--- config.mk ---
export PLATFORM = sky130hd
export DESIGN_NAME = bsc_front
export DESIGN_NICKNAME = d
export VERILOG_FILES = /design/src/rtl/core/bsc_pkg.sv /design/src/rtl/core/bsc_front.sv
export SDC_FILE = /design/constraint.sdc
export NUM_CORES = 2
export LEC_CHECK = 0
export BUFFER_PORTS_ARGS = -buffer_cell sky130_fd_sc_hd__buf_4
export CAP_MARGIN = 5
export CORE_UTILIZATION = 63
export DETAILED_ROUTE_END_ITERATION = 16
export HOLD_SLACK_MARGIN = 0.05
export PLACE_DENSITY = 0.81
export SLEW_MARGIN = 20
export SYNTH_ARGS = -nofsm -noshare
export SYNTH_HDL_FRONTEND = slang
export SYNTH_SLANG_ARGS = --single-unit
--- constraint.sdc ---
create_clock -name clock -period 9.1 [get_ports clock]
set_input_delay 1.82 -clock clock [delete_from_list [all_inputs] [get_ports clock]]
set_output_delay 1.82 -clock clock [all_outputs]
set_load 0.01 [all_outputs]
--- src/rtl/core/bsc_pkg.sv ---
`timescale 1ns / 1ps
// ----------------------------------------------------------------------------
// bsc_pkg
// Shared types and constants for the barometric sensor compensation pipeline.
// ----------------------------------------------------------------------------
package bsc_pkg;

   // Temperature and pressure limits, all in output units
   localparam int TEMP_REF = 2000;
   localparam int TEMP_LOW = -1500;
   localparam int TEMP_MIN = -4000;
   localparam int TEMP_MAX = 8500;
   localparam int PRES_MIN = 1000;
   localparam int PRES_MAX = 120000;

   localparam int CSR_IDX_W  = 8;
   localparam int CSR_DATA_W = 16;

   // Calibration register indexes
   typedef enum logic [CSR_IDX_W-1:0] {
      CSR_SENS        = 8'd0,
      CSR_OFFSET      = 8'd1,
      CSR_SENS_TEMP   = 8'd2,
      CSR_OFFSET_TEMP = 8'd3,
      CSR_REF_TEMP    = 8'd4,
      CSR_TEMP_SLOPE  = 8'd5
   } csr_idx_type;

   // Six factory calibration words
   typedef struct packed {
      logic [15:0] sens;
      logic [15:0] offset;
      logic [15:0] sens_temp;
      logic [15:0] offset_temp;
      logic [15:0] ref_temp;
      logic [15:0] temp_slope;
   } coef_type;

   // First-order results
   typedef struct packed {
      logic        [23:0] d1;
      logic signed [18:0] temp;
      logic signed [35:0] off;
      logic signed [34:0] sens;
      logic        [17:0] t2;
   } front_type;

   // Second-order corrected values
   typedef struct packed {
      logic        [23:0] d1;
      logic signed [14:0] temp;
      logic signed [39:0] off;
      logic signed [38:0] sens;
   } corr_type;

endpackage

--- src/rtl/core/bsc_front.sv ---
`timescale 1ns / 1ps
// ----------------------------------------------------------------------------
// bsc_front
// Three stages: temperature difference, coefficient products, first-order
// temperature, offset and sensitivity.
// ----------------------------------------------------------------------------
module bsc_front (
   input  logic                clock,
   input  logic                reset,
   input  bsc_pkg::coef_type   coef,
   input  logic                in_valid,
   output logic                in_stall,
   input  logic [23:0]         in_raw_pressure,
   input  logic [23:0]         in_raw_temperature,
   output logic                out_valid,
   input  logic                out_stall,
   output bsc_pkg::front_type  out_data
);

   logic [2:0] vld_ff, vld_in;
   logic [2:0] adv;

   logic        [23:0] d1_s1_ff, d1_s2_ff;
   logic signed [24:0] dt_in, dt_ff;
   logic signed [41:0] p6_in, p6_ff;
   logic signed [41:0] p4_in, p4_ff;
   logic signed [41:0] p3_in, p3_ff;
   logic signed [48:0] sq_in, sq_ff;
   bsc_pkg::front_type out_in, out_ff;

   // Stage advance: a stage moves when empty or when the next one moves
   always_comb begin
      adv[2]    = !vld_ff[2] || !out_stall;
      adv[1]    = !vld_ff[1] || adv[2];
      adv[0]    = !vld_ff[0] || adv[1];
      vld_in[0] = adv[0] ? in_valid  : vld_ff[0];
      vld_in[1] = adv[1] ? vld_ff[0] : vld_ff[1];
      vld_in[2] = adv[2] ? vld_ff[1] : vld_ff[2];
   end

   always_ff @(posedge clock) begin
      if (reset) begin
         vld_ff <= '0;
      end else begin
         vld_ff <= vld_in;
      end
   end

   // dT = D2 - C5 * 2^8
   assign dt_in = $signed({1'b0, in_raw_temperature}) - $signed({1'b0, coef.ref_temp, 8'h00});

   // Products with dT, one multiplier each
   assign p6_in = dt_ff * $signed({1'b0, coef.temp_slope});
   assign p4_in = dt_ff * $signed({1'b0, coef.offset_temp});
   assign p3_in = dt_ff * $signed({1'b0, coef.sens_temp});
   assign sq_in = dt_ff * dt_ff;

   // First-order values; the shifts are floor shifts on the products
   always_comb begin
      out_in.d1   = d1_s2_ff;
      out_in.temp = 19'(bsc_pkg::TEMP_REF) + $signed(p6_ff[41:23]);
      out_in.off  = $signed({4'b0, coef.offset, 16'h0000}) + $signed(p4_ff[41:7]);
      out_in.sens = $signed({4'b0, coef.sens, 15'h0000}) + $signed(p3_ff[41:8]);
      out_in.t2   = sq_ff[48:31];
   end

   always_ff @(posedge clock) begin
      if (adv[0]) begin
         d1_s1_ff <= in_raw_pressure;
         dt_ff    <= dt_in;
      end
      if (adv[1]) begin
         d1_s2_ff <= d1_s1_ff;
         p6_ff    <= p6_in;
         p4_ff    <= p4_in;
         p3_ff    <= p3_in;
         sq_ff    <= sq_in;
      end
      if (adv[2]) begin
         out_ff <= out_in;
      end
   end

   assign in_stall  = !adv[0];
   assign out_valid = vld_ff[2];
   assign out_data  = out_ff;

endmodule

### Word-level counts from Yosys, hierarchy flattened

Cells that the tools add are included.

| storage, ports and cells | value |
|---|---|
| input port bits | 148 |
| bits in registers | 383 |

| cells by class | value |
|---|---|
| add/sub/neg operators | 4 |
| multipliers | 4 |
| reductions and logical operators | 8 |

Operator list:

| operator | number |
|---|---|
| $mul 25x17->42 | 3 |
| $mul 25x25->49 | 1 |
| $add 33x35->36 | 1 |
| $add 32x34->35 | 1 |
| $sub 24x24->25 | 1 |
| $add 12x19->19 const A | 1 |
| $logic_not 1->1 | 5 |
| $logic_or 1x1->1 | 3 |

### Longest topological paths before layout

| logic depth | value |
|---|---|
| depth in word-level cells | 5 |
| depth in mapped cells | 30 |
| gate-level depth less buffers | 28 |

### Worst setup path after synthesis

OpenSTA, ideal clock, no wires.

| path | value |
|---|---|
| kind | input -> register |
| from | in coef[37] (netlist bit) |
| to | reg p4_ff[41], data pin |
| path slack | 1.012 ns |
| data arrival time | 7.828 ns |
| buffers on the path | 2 |
| stages | 26 |
| setup time | 0.260 ns |
| path through | clkbuf_1 clkbuf_1 nand2_1 fa_1 inv_1 fa_1 inv_1 fa_1 inv_1 fa_1 inv_1 fa_1 inv_1 fa_1 ha_1 a21o_1 a21o_1 a211oi_1 o21ai_0 nor3b_1 o21ai_1 and4_1 a2111oi_2 o21bai_1 a21oi_1 xnor2_1 |

| on the way | value |
|---|---|
| word-level cells in the longest chain between the ends | 1 |

RTL lines:

| item | line | RTL |
|---|---|---|
| start: declaration | bsc_front.sv:10 | `input bsc_pkg::coef_type coef,` |
| $mul 25x17->42 | bsc_front.sv:54 | `assign p4_in = dt_ff * $signed({1'b0, coef.offset_temp});` |
| named net p4_in[41] | bsc_front.sv:26 | `logic signed [41:0] p4_in, p4_ff;` |
| end signal: assignment | bsc_front.sv:75 | `p4_ff <= p4_in;` |
| end: declaration | bsc_front.sv:26 |  |

The timed path passes the listed nets, and every way through them passes these cells.
A chain may end at the register's enable or synchronous reset.

### Worst setup path after layout

| path | value |
|---|---|
| from | reg dt_ff[24] |
| to | reg sq_ff[48], data pin |

| on the way | value |
|---|---|
| word-level cells in the longest chain between the ends | 1 |

RTL lines:

| item | line | RTL |
|---|---|---|
| start: declaration | bsc_front.sv:24 | `logic signed [24:0] dt_in, dt_ff;` |
| start signal: assignment | bsc_front.sv:70 | `dt_ff <= dt_in;` |
| $mul 25x25->49 | bsc_front.sv:56 | `assign sq_in = dt_ff * dt_ff;` |
| named net sq_in[48] | bsc_front.sv:28 | `logic signed [48:0] sq_in, sq_ff;` |
| end signal: assignment | bsc_front.sv:77 | `sq_ff <= sq_in;` |
| end: declaration | bsc_front.sv:28 |  |

The timed path passes the listed nets, and every way through them passes these cells.

==> results.json <==
{
  "status": "complete, no violations",
  "path_class": "register to register",
  "routed_via_density": 5.505,
  "grt_pass1_wl_um": 281100,
  "initial_utilization_pct": 63.42,
  "root_buffer": "clkbuf_16",
  "fin_crit_ns": 8.552,
  "fin_crit_sh_pct": 93.98,
  "die_x_um": 341.1,
  "port_buffers": 281,
  "critPathTopFamily": "adder cells",
  "max_slew_margin_pct": 18.04,
  "synth_area_leaders": "fa_1, edfxtp_1, inv_1",
  "multi_input_area_um2": 54300,
  "slowest_delay_ns": 0.94,
  "ys_ff_latch": 314,
  "cts_resized": 0,
  "regArea_um2": 9399,
  "clockBufferDepth": 3,
  "ys.warnings.count": 0,
  "dieArea_um2": 116300,
  "grt.total_usage_pct": 30.69,
  "drt_first_pass_iters": 5,
  "path_buf_inv": 5,
  "avgSynthCellArea_um2": 9.952,
  "start_kind": "register",
  "hpwl_um": 132800,
  "nFillCells": 8636,
  "layout-drive-gt1-share_pct": 5.753,
  "holdBufCountCts": 0,
  "use_met2_pct": 53.54,
  "area_growth_pct": 6.427,
  "ys_types": 67,
  "grt_use_met3_pct": 4.980,
  "antenna_found_initial": 5,
  "syn_nets": 9694,
  "core_region_area_um2": 114200,
  "max_clock_freq_ghz": 0.1169,
  "wl_per_cell_um": 18.82,
  "setup_viol": 0,
  "grt_max_degree": 76,
  "cp_cell_sequence": "buf_4 > nand2_1 > inv_1 > fa_1 > fa_1 > inv_1 > fa_1 > inv_1 > fa_1 > fa_1 > fa_1 > fa_1 > ha_1 > and2_1 > nand4_1 > or2_2 > nor4_1 > buf_4 > nor3_1 > nor3_1 > a21o_1 > a21oi_1 > xnor2_1",
  "rsz0062_at_grt": "false",
  "synth_edf_count": 311,
  "finalSetupTns_ns": 0,
  "required_ns": 9.44,
  "final_hold_viol_count": 0,
  "worstMarginPinSlew_ns": 1.229,
  "clock-sinks": 314,
  "htreeDepth": 2,
  "async_flop_share_pct": 0,
  "finalNetCount": 9779,
  "slowest_stage": "fa_1",
  "place_congestion": 0.9065,
  "drc_errors": 0,
  "cap_violations": 0,
  "critPathArrivalTime_ns": 8.89,
  "crit_fanout": 20,
  "num_rows": 124,
  "syn_area_um2": 72420,
  "fin_skew_ns": 0.02960,
  "busiest_layer": "met2",
  "synth_cells": 7277,
  "path_common_cell": "fa_1",
  "cts_tree": "done",
  "end_kind": "register",
  "clk_latency_ns": 0.60,
  "path_clk_slew_ns": 0.06,
  "synth-seq-area-share_pct": 12.98,
  "initialDrtViolationCount": 3122,
  "yosysTopAreaCellShare_pct": 48.84,
  "synth_largest_area_cell": "fa_1",
  "post_cts_buffers": 0,
  "num_vias": 49010,
  "synth_top_flop_cell": "edfxtp_1",
  "ant_nets": 0,
  "drv_slew": 0,
  "die_y_um": 341.1,
  "use_met1_pct": 38.07,
  "cts_made_buffers": 37,
  "pin_count": 282,
  "grt_pass1_vias": 56340,
  "hold_class": "register to register",
  "postRouteWirelength_um": 167600,
  "grt_overflow": 0
}
synth_stat cells (all sizes together) (3+ instances only):
cell	count
and3	21
o21bai	8
nor2b	44
or2	4
a2111oi	3
ha	502
inv	2019
edfxtp	311
and4	6
clkbuf	305
a211oi	12
o211ai	6
nor3b	4
nand4	12
fa	1767
and2	593
or4	3
xor2	48
nor4	3
o211a	3
o31ai	10
o21a	36
nor2	140
a21o	44
nor3	37
buf	3
a21oi	99
dfxtp	3
o31a	4
nand2b	12
a221oi	4
xnor2	136
nand2	939
a21boi	12
nand3	22
a31oi	3
a31o	5
or3	7
o21ai	61
area by class of cell:
type,count,share of cell area [%]
Clock inverter,19,0.1867
Inverter,2019,9.839
Tap cell,1512,2.454
Clock buffer,46,1.245
Sequential cell,314,12.19
Timing Repair Buffer,354,3.627
Multi-Input combinational cell,4636,70.45
Antenna cell,2,0.006493
final timing paths:
kind              from      endpoint  slack (ns)  depth (start not counted)
max          dt_ff[24]     sq_ff[48]        0.55                         23
min          p4_ff[21]  out_data[67]        0.42                          0
max reg2reg  dt_ff[24]     sq_ff[48]        0.55                         23
min reg2reg  p4_ff[21]  out_data[67]        0.42                          0
kinds of logic after synthesis:
logic type / share of synthesized area [%]
multiplexers: 0.01382
XOR/XNOR: 2.225
AO/OA/AOI/OAI: 2.989
AND/OR/NAND/NOR: 12.22
adder cells (fa/ha/maj): 57.52
buffers and inverters: 12.06
flip-flops: 12.98
metal layers:
| metal | vias to the layer above | routed length, um |
|---|---|---|
| li1 | 21190 | - |
| met3 | 487 | 13290 |
| met4 | 0 | 7318 |
| met2 | 2062 | 85340 |
| met1 | 25270 | 61610 |
| met5 | - | 0 |
metrics by stage:
step	hold WS, ns	util [%]	instance area [um2]	setup WS [ns]	std cells
after floorplan	0.4003	-	72420	1.012	7277
after global placement	0.4001	66.53	75970	0.4601	8835
after detailed placement	0.4045	66.53	75970	0.3526	8835
after CTS	0.4164	67.49	77070	0.5069	8900
after global routing	0.4222	67.50	77070	0.1922	8901
final	0.4171	67.50	77080	0.5475	8902
registers in the layout (all words and copies together) (netlist names):
| signal | cells |
|---|---|
| out_data | 132 |
| vld_ff | 3 |
| d1_s1_ff | 24 |
| p4_ff | 35 |
| sq_ff | 18 |
| dt_ff | 25 |
| p3_ff | 34 |
| d1_s2_ff | 24 |
| p6_ff | 19 |
cells in the final DEF, fill, tap and decap left out, types with 97 or more instances in the layout:
cell type,n
xnor2_1,136
ha_1,502
edfxtp_1,311
inv_1,2018
fa_1,1767
and2_1,593
nand2_1,937
nor2_1,140
a21oi_1,97
buf_4,343
Power is left out: the tool's default activity adds up to more than one toggle a clock period on the data nets, which glitch-free logic cannot reach.
