### src/rtl/core/bsc_pkg.sv
`timescale 1ns / 1ps
// ----------------------------------------------------------------------------
// bsc_pkg
// Shared types and constants for the barometric sensor compensation pipeline.
// ----------------------------------------------------------------------------
package bsc_pkg;

   // Temperature and pressure limits, all in output units
   localparam int TEMP_REF = 2000;
   localparam int TEMP_LOW = -1500;
   localparam int TEMP_MIN = -4000;
   localparam int TEMP_MAX = 8500;
   localparam int PRES_MIN = 1000;
   localparam int PRES_MAX = 120000;

   localparam int CSR_IDX_W  = 8;
   localparam int CSR_DATA_W = 16;

   // Calibration register indexes
   typedef enum logic [CSR_IDX_W-1:0] {
      CSR_SENS        = 8'd0,
      CSR_OFFSET      = 8'd1,
      CSR_SENS_TEMP   = 8'd2,
      CSR_OFFSET_TEMP = 8'd3,
      CSR_REF_TEMP    = 8'd4,
      CSR_TEMP_SLOPE  = 8'd5
   } csr_idx_type;

   // Six factory calibration words
   typedef struct packed {
      logic [15:0] sens;
      logic [15:0] offset;
      logic [15:0] sens_temp;
      logic [15:0] offset_temp;
      logic [15:0] ref_temp;
      logic [15:0] temp_slope;
   } coef_type;

   // First-order results
   typedef struct packed {
      logic        [23:0] d1;
      logic signed [18:0] temp;
      logic signed [35:0] off;
      logic signed [34:0] sens;
      logic        [17:0] t2;
   } front_type;

   // Second-order corrected values
   typedef struct packed {
      logic        [23:0] d1;
      logic signed [14:0] temp;
      logic signed [39:0] off;
      logic signed [38:0] sens;
   } corr_type;

endpackage

### src/rtl/core/bsc_corr.sv
`timescale 1ns / 1ps
// ----------------------------------------------------------------------------
// bsc_corr
// Three stages of second-order low-temperature correction and the output
// temperature clamp.
// ----------------------------------------------------------------------------
module bsc_corr (
   input  logic                clock,
   input  logic                reset,
   input  logic                in_valid,
   output logic                in_stall,
   input  bsc_pkg::front_type  in_data,
   output logic                out_valid,
   input  logic                out_stall,
   output bsc_pkg::corr_type   out_data
);

   logic [2:0] vld_ff, vld_in;
   logic [2:0] adv;

   // Stage 4
   logic signed [18:0] tdiff;
   logic signed [19:0] tlow;
   logic        [34:0] a_in, a_ff;
   logic        [34:0] b_in, b_ff;
   logic               lt_ref_ff, lt_low_ff;
   logic        [23:0] d1_s4_ff;
   logic signed [18:0] temp_s4_ff;
   logic signed [35:0] off_s4_ff;
   logic signed [34:0] sens_s4_ff;
   logic        [17:0] t2_s4_ff;

   // Stage 5
   logic        [37:0] a5, b7, b11;
   logic        [37:0] off2_in, off2_ff;
   logic        [36:0] sens2_in, sens2_ff;
   logic signed [19:0] temp_f;
   logic signed [14:0] temp_c_in, temp_c_ff;
   logic        [23:0] d1_s5_ff;
   logic signed [35:0] off_s5_ff;
   logic signed [34:0] sens_s5_ff;

   // Stage 6
   bsc_pkg::corr_type  out_in, out_ff;

   always_comb begin
      adv[2]    = !vld_ff[2] || !out_stall;
      adv[1]    = !vld_ff[1] || adv[2];
      adv[0]    = !vld_ff[0] || adv[1];
      vld_in[0] = adv[0] ? in_valid  : vld_ff[0];
      vld_in[1] = adv[1] ? vld_ff[0] : vld_ff[1];
      vld_in[2] = adv[2] ? vld_ff[1] : vld_ff[2];
   end

   always_ff @(posedge clock) begin
      if (reset) begin
         vld_ff <= '0;
      end else begin
         vld_ff <= vld_in;
      end
   end

   // Squares of the distance below 20.00 and below -15.00 degC
   always_comb begin
      tdiff = $signed(in_data.temp) - 19'(bsc_pkg::TEMP_REF);
      tlow  = 20'($signed(in_data.temp)) - 20'(bsc_pkg::TEMP_LOW);
      a_in  = 35'(tdiff * tdiff);
      b_in  = 35'(tlow * tlow);
   end

   // OFF2 = 5a/2 + 7b, SENS2 = 5a/4 + 11b/2, each part truncated
   always_comb begin
      a5  = 38'(a_ff) + (38'(a_ff) << 2);
      b7  = (38'(b_ff) << 3) - 38'(b_ff);
      b11 = (38'(b_ff) << 3) + (38'(b_ff) << 1) + 38'(b_ff);
      off2_in  = '0;
      sens2_in = '0;
      if (lt_ref_ff) begin
         off2_in  = (a5 >> 1) + (lt_low_ff ? b7 : 38'd0);
         sens2_in = 37'((a5 >> 2) + (lt_low_ff ? (b11 >> 1) : 38'd0));
      end
   end

   // Final temperature and its clamp
   always_comb begin
      temp_f = 20'(temp_s4_ff) - $signed({2'b00, (lt_ref_ff ? t2_s4_ff : 18'd0)});
      priority if (temp_f < bsc_pkg::TEMP_MIN) begin
         temp_c_in = 15'(bsc_pkg::TEMP_MIN);
      end else if (temp_f > bsc_pkg::TEMP_MAX) begin
         temp_c_in = 15'(bsc_pkg::TEMP_MAX);
      end else begin
         temp_c_in = temp_f[14:0];
      end
   end

   // Corrected offset and sensitivity
   always_comb begin
      out_in.d1   = d1_s5_ff;
      out_in.temp = temp_c_ff;
      out_in.off  = off_s5_ff - $signed({2'b00, off2_ff});
      out_in.sens = sens_s5_ff - $signed({2'b00, sens2_ff});
   end

   always_ff @(posedge clock) begin
      if (adv[0]) begin
         a_ff       <= a_in;
         b_ff       <= b_in;
         lt_ref_ff  <= tdiff[18];
         lt_low_ff  <= tlow[19];
         d1_s4_ff   <= in_data.d1;
         temp_s4_ff <= in_data.temp;
         off_s4_ff  <= in_data.off;
         sens_s4_ff <= in_data.sens;
         t2_s4_ff   <= in_data.t2;
      end
      if (adv[1]) begin
         off2_ff    <= off2_in;
         sens2_ff   <= sens2_in;
         temp_c_ff  <= temp_c_in;
         d1_s5_ff   <= d1_s4_ff;
         off_s5_ff  <= off_s4_ff;
         sens_s5_ff <= sens_s4_ff;
      end
      if (adv[2]) begin
         out_ff <= out_in;
      end
   end

   assign in_stall  = !adv[0];
   assign out_valid = vld_ff[2];
   assign out_data  = out_ff;

endmodule

### config.mk
export PLATFORM = sky130hd
export DESIGN_NAME = bsc_corr
export DESIGN_NICKNAME = d
export VERILOG_FILES = /design/src/rtl/core/bsc_pkg.sv /design/src/rtl/core/bsc_corr.sv
export SDC_FILE = /design/constraint.sdc
export NUM_CORES = 2
export LEC_CHECK = 0
export CORE_MARGIN = 2
export CORE_UTILIZATION = 45
export DETAILED_ROUTE_END_ITERATION = 7
export DONT_BUFFER_PORTS = 1
export RECOVER_POWER = 25
export SLEW_MARGIN = 20
export SYNTH_ARGS = -nofsm -noshare
export SYNTH_HDL_FRONTEND = slang
export SYNTH_SLANG_ARGS = --single-unit
### constraint.sdc
create_clock -name clock -period 12.3 [get_ports clock]
set_input_delay 2.46 -clock clock [delete_from_list [all_inputs] [get_ports clock]]
set_output_delay 2.46 -clock clock [all_outputs]
set_load 0.03 [all_outputs]
Yosys cells after proc, flatten, opt, wreduce, memory -nomap -nowiden
Cells that the tools add are included.
- register bits after elaboration: 510
- bits of input ports: 136
- output and inout port bits: 120
- word-level logic and storage cells: 51
- add/subtract/negate cells: 11
- multiply operators: 2
- magnitude comparators: 2
- multiplexer cells: 4
- reductions and logical operators: 9
- operator list (operator ; number):
    36-bit by 39-bit subtractor with 40-bit output ; 1
    35-bit by 38-bit subtractor with 39-bit output ; 1
    35-bit by 37-bit adder with 38-bit output ; 1
    37-bit by 38-bit adder with 38-bit output ; 1
    38-bit by 35-bit adder with 38-bit output ; 1
    38-bit by 36-bit adder with 38-bit output ; 1
    38-bit 2-to-1 mux ; 1
    38-bit by 35-bit subtractor with 38-bit output ; 1
    36-bit by 37-bit adder with 37-bit output ; 1
    37-bit 2-to-1 mux ; 1
    19-bit by 19-bit multiplier with 35-bit output ; 1
    20-bit by 20-bit multiplier with 35-bit output ; 1
    20-bit by 15-bit > comparator with 1-bit output (second input constant) ; 1
    20-bit by 13-bit less-than comparator with 1-bit output (second input constant) ; 1
    19-bit by 12-bit subtractor with 20-bit output (second input constant) ; 1
    19-bit by 19-bit subtractor with 20-bit output ; 1
    19-bit by 12-bit subtractor with 19-bit output (second input constant) ; 1
    18-bit 2-to-1 mux ; 1
    15-bit 2-to-1 mux ; 1
    1-bit logical NOT ; 5
    1-bit logical OR ; 3
    2-bit OR reduction ; 1

Depth between registers and ports, before layout
- word-level depth: 5
- mapped depth: 36
- depth with buffers taken out: 33

Worst setup path before layout
No wires, ideal clock.
- path kind: input to register
- start point: input port in_data[93] (netlist bit)
- end point: register b_ff[34] (data pin)
- library setup time: 0.259 ns
- data arrival time: 10.557 ns
- data required time: 12.041 ns
- path slack: 1.483 ns
- cell stages on the path: 34
- path buffers: 2
- path through: clkbuf_1 -> inv_1 -> clkbuf_1 -> ha_1 -> a21oi_1 -> a21boi_0 -> o21ai_0 -> nor2_1 -> nand2_1 -> xnor2_1 -> clkinv_1 -> nor2_1 -> fa_1 -> inv_1 -> fa_1 -> fa_1 -> inv_1 -> fa_1 -> inv_1 -> fa_1 -> inv_1 -> fa_1 -> fa_1 -> ha_1 -> o21a_1 -> o21ai_0 -> nand2b_1 -> a31o_2 -> o31a_1 -> a211o_1 -> a211oi_1 -> o21ai_0 -> a21oi_1 -> xnor2_1
- longest elaborated chain between the ends: 2
- ends and longest elaborated chain (element ; RTL line ; RTL):
    start, declared ; bsc_corr.sv:12 ; input bsc_pkg::front_type in_data,
    19-bit by 12-bit subtractor with 20-bit output ; bsc_corr.sv:66 ; tlow = 20'($signed(in_data.temp)) - 20'(bsc_pkg::TEMP_LOW);
    20-bit by 20-bit multiplier with 35-bit output ; bsc_corr.sv:68 ; b_in = 35'(tlow * tlow);
    net b_in[34] ; bsc_corr.sv:25 ; logic [34:0] b_in, b_ff;
    end signal, assigned ; bsc_corr.sv:107 ; b_ff <= b_in;
    end, declared ; bsc_corr.sv:25 ;
The timed path passes the listed nets, and every way through them passes these cells.
A chain may end at the register's enable or synchronous reset.

Worst setup path after layout
Same ends and word-level chain as after synthesis.

==> out/qor.yml <==
ys_seq_elements: 504
timing.fmax_mhz: 93.3
fin_skew_ns: 0.0287
cp-start-kind: "input pin"
drc: 0
synth_area_leaders: "edfxtp_1, fa_1, ha_1"
synth_fp_nets: 6519
fillers: 10827
ios: 256
grt_pass1_wl_um: 202000
cp_slowest_stage_delay_ns: 0.57
mostFrequentLayoutCell: "inv_1"
maxSlewHeadroom_pct: 24.5
syn_inst: 5216
maxCapViolations: 0
slew_violations: 0
period_share_pct: 87.1
crit_slowest_cell: "fa_1"
die_height_um: 349
vias: 35964
place_ws_ns: 0.902
drtIter0Drc: 2451
vias_per_cell: 5.26
async_flop_share_pct: 0
status: "finished, final reports clean"
post_cts_buffers: 0
fin_tns_setup_ns: 0
crit_path_end_kind: "flop"
final_cell_mix: "inv_1, fa_1, edfxtp_1"
grt_max_degree: 77
dpl-instance-area_um2: 55700
clock_path_buffers: 3
hold_viol_final: 0
numCtsBuffers: 58
ys_warn_count: 0
rsz0062_at_grt: "no"
synth_ff_type: "edfxtp_1"
yosys.area.top_type: "edfxtp_1"
worst_pin_slew_ns: 1.13
cts_tree: "built"
syn2layout_area_growth_pct: 7.46
grt_overflow: 0
cts_max_level: 2
wl_per_cell_um: 18.5
avgSynthCellArea_um2: 10.3
num_rows: 126
critical_path_class: "input pin to flop"
initial_core_util_pct: 45.4
multi_input_area_um2: 34400
critical_path.max_fanout: 16
die_area_um2: 122000
portBuffers: 0
routed_wl_um: 127000
arrival_ns: 11.09
holdBufCountCts: 0
placeableCoreArea_um2: 118000
grt_pass1_vias: 37229
dp_hpwl_um: 104000
drt-pass1-iter-count: 6
finalNetCount: 6551
fin_ws_ns: 1.59
die_w_um: 349
antenna_found_initial: 7
hp-class: "flop to flop"
stdcell_area_um2: 57700
drive_gt1_share_pct: 3.78
synth_cell_types: 90
synth_top_area_share_pct: 28.0
final.min_clock_period_ns: 10.71
grt_usage_pct: 21.0
hold_ws_ns: 0.416
cp_common_cell: "fa_1"
path_clk_slew_ns: 0.06
yosysSeqAreaShare_pct: 28.1
clock_sinks: 504
clock-root-buffer: "clkbuf_16"
register_area_um2: 15100
crit_required_ns: 12.68
ant_nets: 0
clock_latency_ns: 0.65
cts.repair.resized: 0
synth_area_um2: 53700
gp_congestion: 0.898
synth-edff-count: 501
setup_viol: 0
==> cell families (layout without fill, tap and decap cells) <==
family | count (synthesis) | count (layout) | share of synthesized area (%)
flops | 504 | 504 | 28.1
other cells | 1 | 5 | 0.00698
xor+xnor | 337 | 337 | 5.51
simple gates | 1190 | 1190 | 10.6
fa+ha+maj | 1167 | 1167 | 36.9
compound gates | 888 | 888 | 10.9
mux | 8 | 8 | 0.154
buf+inv | 1121 | 1201 | 7.84
==> sequential cells by signal (all words and copies together) (netlist names), 34 cells and up <==
signal / cells
a_ff: 34
off2_ff: 38
off_s4_ff: 36
off_s5_ff: 36
out_data: 118
sens2_ff: 36
sens_s4_ff: 35
sens_s5_ff: 35
==> layout make-up <==
type                            count  share of cell area, %
Multi-Input combinational cell   3591                   59.6
Clock buffer                       64                   2.59
Timing Repair Buffer               56                  0.729
Sequential cell                   504                   26.2
Antenna cell                        4                 0.0173
Clock inverter                     44                  0.759
Tap cell                         1536                   3.33
Inverter                         1037                   6.76
==> synthesized netlist by cell type (21+ instances only) <==
library cell,count
a211oi_1,42
a21o_1,113
a21oi_1,250
a31oi_1,41
and2_1,129
and3_1,30
clkbuf_1,78
edfxtp_1,501
fa_1,694
ha_1,473
inv_1,1030
nand2_1,333
nand2b_1,70
nand3_1,49
nand4_1,21
nor2_1,359
nor2b_1,50
nor3_1,55
o21a_1,59
o21ai_0,159
o21bai_1,38
or3_1,23
xnor2_1,236
xor2_1,100
==> critical path, delay by kind of cell <==
| kind | cells | cell delay [ns] |
|---|---|---|
| buffers and inverters | 5 | 0.76 |
| AOI/OAI and AO/OA | 11 | 2.92 |
| xor gates and xnor gates | 2 | 0.55 |
| and+or+nand+nor | 2 | 0.28 |
| adders and majority gates | 9 | 4.12 |
==> per-layer routing <==
| metal | track usage (%) | up-vias | share of wire (%) |
|---|---|---|---|
| li1 | - | 17245 | - |
| met1 | 28.9 | 17664 | 45 |
| met2 | 34.8 | 856 | 47 |
| met3 | 3.00 | 193 | 5.1 |
| met4 | 5.79 | 6 | 2.9 |
| met5 | 0 | - | 0.032 |
==> per-stage QoR <==
| step | cells | utilization [%] |
|---|---|---|
| finish | 6836 | 48.8 |
| global route | 6832 | 48.8 |
| CTS | 6832 | 48.8 |
| detailed placement | 6724 | 47.2 |
| global placement | 6724 | 47.2 |
| floorplan | 5216 | - |
==> final timing paths <==
| check | startpoint | to | slack [ns] | cells after the start |
|---|---|---|---|---|
| hold reg to reg | temp_c_ff[14]$_SDFFCE_PP1P_ | out_data[93]$_DFFE_PP_ | 0.42 | 0 |
| setup reg to reg | b_ff[4]$_DFFE_PN_ | sens2_ff[34]$_SDFFCE_PN0P_ | 6.08 | 22 |
| setup / recovery | in_data[93] | b_ff[34]$_DFFE_PN_ | 1.59 | 29 |
| hold / removal | temp_c_ff[14]$_SDFFCE_PP1P_ | out_data[93]$_DFFE_PP_ | 0.42 | 0 |
Power is left out: the tool's default activity adds up to more than one toggle a clock period on the data nets, which glitch-free logic cannot reach.
