==> src/rtl/core/bsc_pkg.sv <==
`timescale 1ns / 1ps
// ----------------------------------------------------------------------------
// bsc_pkg
// Shared types and constants for the barometric sensor compensation pipeline.
// ----------------------------------------------------------------------------
package bsc_pkg;

   // Temperature and pressure limits, all in output units
   localparam int TEMP_REF = 2000;
   localparam int TEMP_LOW = -1500;
   localparam int TEMP_MIN = -4000;
   localparam int TEMP_MAX = 8500;
   localparam int PRES_MIN = 1000;
   localparam int PRES_MAX = 120000;

   localparam int CSR_IDX_W  = 8;
   localparam int CSR_DATA_W = 16;

   // Calibration register indexes
   typedef enum logic [CSR_IDX_W-1:0] {
      CSR_SENS        = 8'd0,
      CSR_OFFSET      = 8'd1,
      CSR_SENS_TEMP   = 8'd2,
      CSR_OFFSET_TEMP = 8'd3,
      CSR_REF_TEMP    = 8'd4,
      CSR_TEMP_SLOPE  = 8'd5
   } csr_idx_type;

   // Six factory calibration words
   typedef struct packed {
      logic [15:0] sens;
      logic [15:0] offset;
      logic [15:0] sens_temp;
      logic [15:0] offset_temp;
      logic [15:0] ref_temp;
      logic [15:0] temp_slope;
   } coef_type;

   // First-order results
   typedef struct packed {
      logic        [23:0] d1;
      logic signed [18:0] temp;
      logic signed [35:0] off;
      logic signed [34:0] sens;
      logic        [17:0] t2;
   } front_type;

   // Second-order corrected values
   typedef struct packed {
      logic        [23:0] d1;
      logic signed [14:0] temp;
      logic signed [39:0] off;
      logic signed [38:0] sens;
   } corr_type;

endpackage

==> src/rtl/core/bsc_press.sv <==
`timescale 1ns / 1ps
// ----------------------------------------------------------------------------
// bsc_press
// Four stages: split D1 * SENS product, partial product sum, offset
// subtract, final shift and pressure clamp into the output register.
// ----------------------------------------------------------------------------
module bsc_press (
   input  logic               clock,
   input  logic               reset,
   input  logic               in_valid,
   output logic               in_stall,
   input  bsc_pkg::corr_type  in_data,
   output logic               out_valid,
   input  logic               out_stall,
   output logic signed [14:0] out_temperature_centi,
   output logic        [16:0] out_pressure_pascal
);

   logic [3:0] vld_ff, vld_in;
   logic [3:0] adv;

   logic        [43:0] pl_in, pl_ff;
   logic signed [43:0] ph_in, ph_ff;
   logic signed [63:0] prod_in, prod_ff;
   logic signed [43:0] y_in, y_ff;
   logic signed [28:0] p;
   logic        [16:0] pres_in, pres_ff;
   logic signed [39:0] off_s7_ff, off_s8_ff;
   logic signed [14:0] temp_s7_ff, temp_s8_ff, temp_s9_ff, temp_ff;

   always_comb begin
      adv[3]    = !vld_ff[3] || !out_stall;
      adv[2]    = !vld_ff[2] || adv[3];
      adv[1]    = !vld_ff[1] || adv[2];
      adv[0]    = !vld_ff[0] || adv[1];
      vld_in[0] = adv[0] ? in_valid  : vld_ff[0];
      vld_in[1] = adv[1] ? vld_ff[0] : vld_ff[1];
      vld_in[2] = adv[2] ? vld_ff[1] : vld_ff[2];
      vld_in[3] = adv[3] ? vld_ff[2] : vld_ff[3];
   end

   always_ff @(posedge clock) begin
      if (reset) begin
         vld_ff <= '0;
      end else begin
         vld_ff <= vld_in;
      end
   end

   // SENS split into signed high and unsigned low 20 bits
   assign pl_in = in_data.d1 * in_data.sens[19:0];
   assign ph_in = $signed({1'b0, in_data.d1}) * $signed(in_data.sens[38:20]);

   // Recombine partial products
   assign prod_in = $signed({ph_ff, 20'h00000}) + $signed({20'h00000, pl_ff});

   // (D1 * SENS >> 21) - OFF
   assign y_in = $signed(prod_ff[63:21]) - off_s8_ff;

   // >> 15 and clamp
   always_comb begin
      p = $signed(y_ff[43:15]);
      priority if (p < bsc_pkg::PRES_MIN) begin
         pres_in = 17'(bsc_pkg::PRES_MIN);
      end else if (p > bsc_pkg::PRES_MAX) begin
         pres_in = 17'(bsc_pkg::PRES_MAX);
      end else begin
         pres_in = p[16:0];
      end
   end

   always_ff @(posedge clock) begin
      if (adv[0]) begin
         pl_ff      <= pl_in;
         ph_ff      <= ph_in;
         off_s7_ff  <= in_data.off;
         temp_s7_ff <= in_data.temp;
      end
      if (adv[1]) begin
         prod_ff    <= prod_in;
         off_s8_ff  <= off_s7_ff;
         temp_s8_ff <= temp_s7_ff;
      end
      if (adv[2]) begin
         y_ff       <= y_in;
         temp_s9_ff <= temp_s8_ff;
      end
      if (adv[3]) begin
         pres_ff <= pres_in;
         temp_ff <= temp_s9_ff;
      end
   end

   assign in_stall              = !adv[0];
   assign out_valid             = vld_ff[3];
   assign out_temperature_centi = temp_ff;
   assign out_pressure_pascal   = pres_ff;

endmodule

==> config.mk <==
export PLATFORM = sky130hd
export DESIGN_NAME = bsc_press
export DESIGN_NICKNAME = d
export VERILOG_FILES = /design/src/rtl/core/bsc_pkg.sv /design/src/rtl/core/bsc_press.sv
export SDC_FILE = /design/constraint.sdc
export NUM_CORES = 2
export LEC_CHECK = 0
export BUFFER_PORTS_ARGS = -buffer_cell sky130_fd_sc_hd__buf_2
export CORE_MARGIN = 3
export CORE_UTILIZATION = 55
export CTS_BUF_LIST = sky130_fd_sc_hd__clkbuf_4 sky130_fd_sc_hd__clkbuf_8
export DETAILED_ROUTE_END_ITERATION = 10
export PLACE_DENSITY = 0.69
export SLEW_MARGIN = 0
export SYNTH_ARGS = -nofsm -noshare
export SYNTH_HDL_FRONTEND = slang
export SYNTH_SLANG_ARGS = --single-unit
==> constraint.sdc <==
create_clock -name clock -period 17.7 [get_ports clock]
set_clock_uncertainty 0.1 [all_clocks]
set_input_delay 2.655 -clock clock [delete_from_list [all_inputs] [get_ports clock]]
set_output_delay 2.655 -clock clock [all_outputs]
set_load 0.05 [all_outputs]
After elaboration in Yosys (flattened, before gate mapping). Index checks and enable logic that the tools add are counted.

$add $sub $neg: 2. Magnitude comparators: 2. Multiply operators: 2. Mux-type cells: 1. Reductions and logical operators: 11.

Operator list (number): adder 64 x 45 -> 64 bit (1); multiplier 24 x 20 -> 44 bit (1); multiplier 25 x 19 -> 44 bit (1); subtractor 43 x 40 -> 44 bit (1); > comparator 29 x 18 -> 1 bit (second input constant) (1); less-than comparator 29 x 11 -> 1 bit (second input constant) (1); two-way mux 17 bit (1); zero test 1 bit (6); logical OR 1 bit (4); OR reduction 2 bit (1).

Register bits after elaboration: 357. Input port bits: 122. Output and inout bits: 34.

Logic depth before layout (Yosys ltp).
Word-level depth: 6. Gate-level depth with buffers: 27. Depth with buffers taken out: 25.

Least setup slack after synthesis. No wires, ideal clock.

Path type: input port to output port. Start point: in out_stall. End point: out in_stall. Arrival time: 7.326 ns. Setup slack: 7.619 ns. Stages: 3. Buffers on the path: 0. Path through: and3_1 > nand3_1 > inv_1.

Cells in the longest elaborated chain, start to end: 6.

RTL lines: from (decl) (RTL line bsc_press.sv:14) `input logic out_stall,`; zero test 1 bit (RTL line bsc_press.sv:32) `adv[3] = !vld_ff[3] || !out_stall;`; logical OR 1 bit (RTL line bsc_press.sv:32); logical OR 1 bit (RTL line bsc_press.sv:33) `adv[2] = !vld_ff[2] || adv[3];`; logical OR 1 bit (RTL line bsc_press.sv:34) `adv[1] = !vld_ff[1] || adv[2];`; logical OR 1 bit (RTL line bsc_press.sv:35) `adv[0] = !vld_ff[0] || adv[1];`; zero test 1 bit (RTL line bsc_press.sv:94) `assign in_stall = !adv[0];`; to (decl) (RTL line bsc_press.sv:11) `output logic in_stall,`.

Every way passes these cells.

Final worst setup path.
Start point: in in_data[106] (netlist bit). End point: reg pl_ff[43] (data pin).

Cells in the longest elaborated chain, start to end: 1.

RTL lines: from (decl) (RTL line bsc_press.sv:12) `input bsc_pkg::corr_type in_data,`; multiplier 24 x 20 -> 44 bit (RTL line bsc_press.sv:51) `assign pl_in = in_data.d1 * in_data.sens[19:0];`; net pl_in[43] (RTL line bsc_press.sv:22) `logic [43:0] pl_in, pl_ff;`; to (signal assigned) (RTL line bsc_press.sv:74) `pl_ff <= pl_in;`; to (decl) (RTL line bsc_press.sv:22).

The timed path passes the listed nets, and every way through them passes these cells. A chain may end at the register's enable or synchronous reset.

==> results by stage <==
Status:
- The flow ran to the end, and the final reports show no timing, DRC or antenna violations.

CTS:
- The number of buffers inserted by post-CTS setup repair is 0.
- The number of buffers inserted by hold repair at cts is 0.
- The largest buffer count on any clock path is 3.
- TritonCTS built the clock tree.
- The number of buffers inserted during clock tree synthesis is 44.
- The clock-pin slew on the worst setup and hold paths is 0.07 ns.
- The cell sitting at the root of the clock tree is a sky130_fd_sc_hd__clkbuf_8.
- The clock insertion delay at the later pin of the skew report is 0.57 ns.
- The H-tree generated during clock tree synthesis spans 2 levels.
- Clock tree synthesis found a total of 301 sinks.
- Post-CTS repair changed the size of 0 cells.

GRT:
- The number of antenna violations at the first check in global routing is 6.
- After global routing the overflow that remains totals 0.
- The via count of the first global-routing pass is 31,330.
- The wire length of the first global-routing pass is 166,700 µm.
- The total global routing track utilization is 0.2581.
- The largest net degree at the start of global routing is 73.

Detailed routing:
- The detailed router placed 29,480 vias in this run.
- The average routed wire per standard cell is 18.89 µm.
- The total wirelength of the detailed-routed design is 102,200 µm.
- The remaining antenna violation count is 0.
- The via-per-instance ratio is roughly 5.5.
- The number of DRC violations after detailed routing is 0.
- The detailed-routing iteration count for the pre-antenna-repair pass is 5.
- In this run, the number of DRC markers left after iteration 0 of detailed routing was between 1,500 and 2,000.

Logic synthesis:
- The compound-cell area share of the yosys netlist came to 0.05927.
- The fraction of synthesis flops using an asynchronous set or reset pin is 0.
- The library cell with the highest instance count after synthesis is sky130_fd_sc_hd__inv_1.
- sky130_fd_sc_hd__fa_1 takes more of the synthesized area than any other cell.
- After synthesis, the largest family of logic cells by area is adder cells.
- The post-synthesis average cell area is between 10 and 15 µm².
- When the netlist entered floorplanning its net count stood at 5,568.
- The number of warning messages in the yosys log is 0.
- The number of distinct library cells after synthesis is 70.
- After synthesis, the most frequently instantiated cells are sky130_fd_sc_hd__inv_1, sky130_fd_sc_hd__fa_1, sky130_fd_sc_hd__nand2_1.
- The most used flip-flop cell after synthesis is sky130_fd_sc_hd__edfxtp_1.
- By area the synthesized netlist is led by sky130_fd_sc_hd__fa_1, sky130_fd_sc_hd__edfxtp_1, sky130_fd_sc_hd__ha_1.
- The gate count of the mapped netlist is 4,292.
- Synthesis inferred 301 register bits.
- After synthesis the cells add up to 43,150 µm².
- Of the total synthesized cell area, the portion taken by AND, OR, NAND and NOR gates is 0.1437.
- Of the total synthesized cell area, the portion taken by XOR and XNOR cells is 0.02679.
- The adder-cell area share of the yosys netlist is 0.4677.
- The post-synthesis mux area share is 0.
- The number of flops mapped to enable cells by yosys is 297.
- Of the synthesized area, sequential elements account for 0.2085.
- The fraction of synthesized cell area taken by the top area cell type is 0.3549.

Place:
- The final RePlAce weighted congestion is 0.8687.
- The HPWL after detailed placement is 77,650 µm.
- The count of input and output buffers is 155.

STA:
- Setup repair after global routing left no endpoint under its margin.
- The number of failing hold endpoints at the final stage was 0.
- The setup TNS is 0 ns.
- The highest achievable clock rate is roughly 100 MHz.
- Setup violations remaining at the end of the flow were counted as 0.
- The max-slew violation count is 0.
- In the finished design, the share of the clock period the worst path needs comes to 0.5474.
- The smallest clock period supported by the final layout is computed as 9.689 ns.
- Measured against its own limit, the worst slew margin works out to 0.2413.
- The actual transition at the worst max-transition pin is 1.109 ns.

Run:
- The max-cap violation count is 0.

Setup path:
- The largest individual stage delay along the critical path comes from the cell sky130_fd_sc_hd__buf_2.
- The data arrival time of the worst path is 9.92 ns.
- The critical path's most frequent cell is sky130_fd_sc_hd__fa_1.
- The critical path capture point type is a flop.
- In this design, the stage delay of the slowest critical-path cell is 0.75 ns.
- Traced cell by cell, the critical path runs through buf_2 > and2_1 > fa_1 > fa_1 > inv_1 > fa_1 > inv_1 > fa_1 > fa_1 > fa_1 > inv_1 > fa_1 > inv_1 > ha_1 > nand2_1 > o21ai_0 > a41oi_1 > a211oi_2 > o22ai_1 > o21ai_0 > a21oi_1 > o21bai_1 > xnor2_1.
- The worst setup path is of the primary input to flop kind.
- At the worst endpoint, the required time is roughly 18 ns.
- The launching element type of the critical path is a primary input.
- The critical-path maximum fanout is 39.

Finish:
- The final net count is 5,607.
- The post-synthesis to final-layout area growth is 5.727%.
- In the final layout, the share of cells above drive strength 1 is 0.06392.

Floorplanning:
- The starting density of the core is 0.5561.
- The floorplan step defined a core boundary enclosing 77,590 µm².
- Row generation in the floorplan step produced 102 rows.
- The horizontal extent of the die is 286.1 µm.
- The die area is 81,850 µm².
- 156 I/O pins were placed.
- The vertical die dimension is approximately 290 µm.

Worst hold path:
- The tightest min-delay check is of the flop to flop type.
[flip-flops by register name, summed over array words and instances, names as in the netlist]
signal                 cells
off_s7_ff                 40
off_s8_ff                 40
out_pressure_pascal       17
out_temperature_centi     15
ph_ff                     44
pl_ff                     24
prod_ff                   43
temp_s7_ff                15
temp_s8_ff                15
temp_s9_ff                15
vld_ff                     4
y_ff                      29
[per-layer routing]
layer  GRT usage  wire [µm]
met3     0.04662       7254
met4     0.07472       3120
met5           0         38
met2      0.4344      50450
met1      0.3447      41310
[kinds of logic (layout without fill, tap and decap cells)]
family          after synthesis  after routing
xor+xnor                    132            132
fa+ha+maj                  1154           1154
other cells                   0              3
buf+inv                    1080           1153
flops                       301            301
compound gates              391            391
simple gates               1234           1234
[path summary, 6_finish.rpt]
check / from / endpoint / slack [ns] / cells after the start
min: off_s7_ff[13]$_DFFE_PN_ / off_s8_ff[13]$_DFFE_PP_ / 0.32 / 0
max reg2reg: pl_ff[22]$_DFFE_PN_ / prod_ff[52]$_DFFE_PP_ / 14.19 / 10
min reg2reg: off_s7_ff[13]$_DFFE_PN_ / off_s8_ff[13]$_DFFE_PP_ / 0.32 / 0
max: in_data[106] / pl_ff[43]$_DFFE_PN_ / 8.01 / 23
[cell usage in the layout, fill, tap and decap left out, types with 16 or more instances in the layout]
master	count
sky130_fd_sc_hd__buf_4	27
sky130_fd_sc_hd__nor2b_1	26
sky130_fd_sc_hd__and2_1	473
sky130_fd_sc_hd__o21ai_0	66
sky130_fd_sc_hd__clkbuf_8	44
sky130_fd_sc_hd__edfxtp_1	297
sky130_fd_sc_hd__o21bai_1	16
sky130_fd_sc_hd__nand2b_1	17
sky130_fd_sc_hd__buf_2	155
sky130_fd_sc_hd__and3_1	26
sky130_fd_sc_hd__a211oi_1	16
sky130_fd_sc_hd__nand2_1	529
sky130_fd_sc_hd__nor2_1	63
sky130_fd_sc_hd__xor2_1	50
sky130_fd_sc_hd__o21a_1	17
sky130_fd_sc_hd__inv_1	890
sky130_fd_sc_hd__nand4_1	23
sky130_fd_sc_hd__nor3_1	16
sky130_fd_sc_hd__ha_1	389
sky130_fd_sc_hd__fa_1	765
sky130_fd_sc_hd__a21oi_1	124
sky130_fd_sc_hd__xnor2_1	82
sky130_fd_sc_hd__nand3_1	33
sky130_fd_sc_hd__a21o_1	68
[through the flow]
step / cell area (µm²) / std cells / util / setup WS, ns / hold WS (ns)
global route: 45620 / 5406 / 0.5879 / 7.700 / 0.3202
detailed placement: 44740 / 5325 / 0.5766 / 7.545 / 0.3045
CTS: 45620 / 5405 / 0.5879 / 8.174 / 0.3164
global placement: 44740 / 5325 / 0.5766 / 7.636 / 0.3004
floorplan: 43150 / 4292 / - / 7.619 / 0.3003
finish: 45620 / 5408 / 0.5880 / 8.011 / 0.3168
[critical path, delay by kind of cell]
kind | cells | cell delay [ns]
buffers and inverters | 5 | 0.95
xor gates and xnor gates | 1 | 0.07
AOI/OAI and AO/OA | 7 | 2.11
adders and majority gates | 8 | 3.77
and+or+nand+nor | 2 | 0.34
[cell type report]
type | count | area, µm²
sequential | 301 | 8999
clock inverter | 21 | 156.4
clock buffer | 59 | 718.2
tap | 1040 | 1301
antenna | 3 | 7.507
inverter | 891 | 3344
fill | 6821 | 31970
timing repair buffer | 182 | 978.4
multi-input combinational | 2911 | 30120
Power is not shown: default switching activity piles up to over one toggle a cycle in this logic, so the estimate is an artifact.
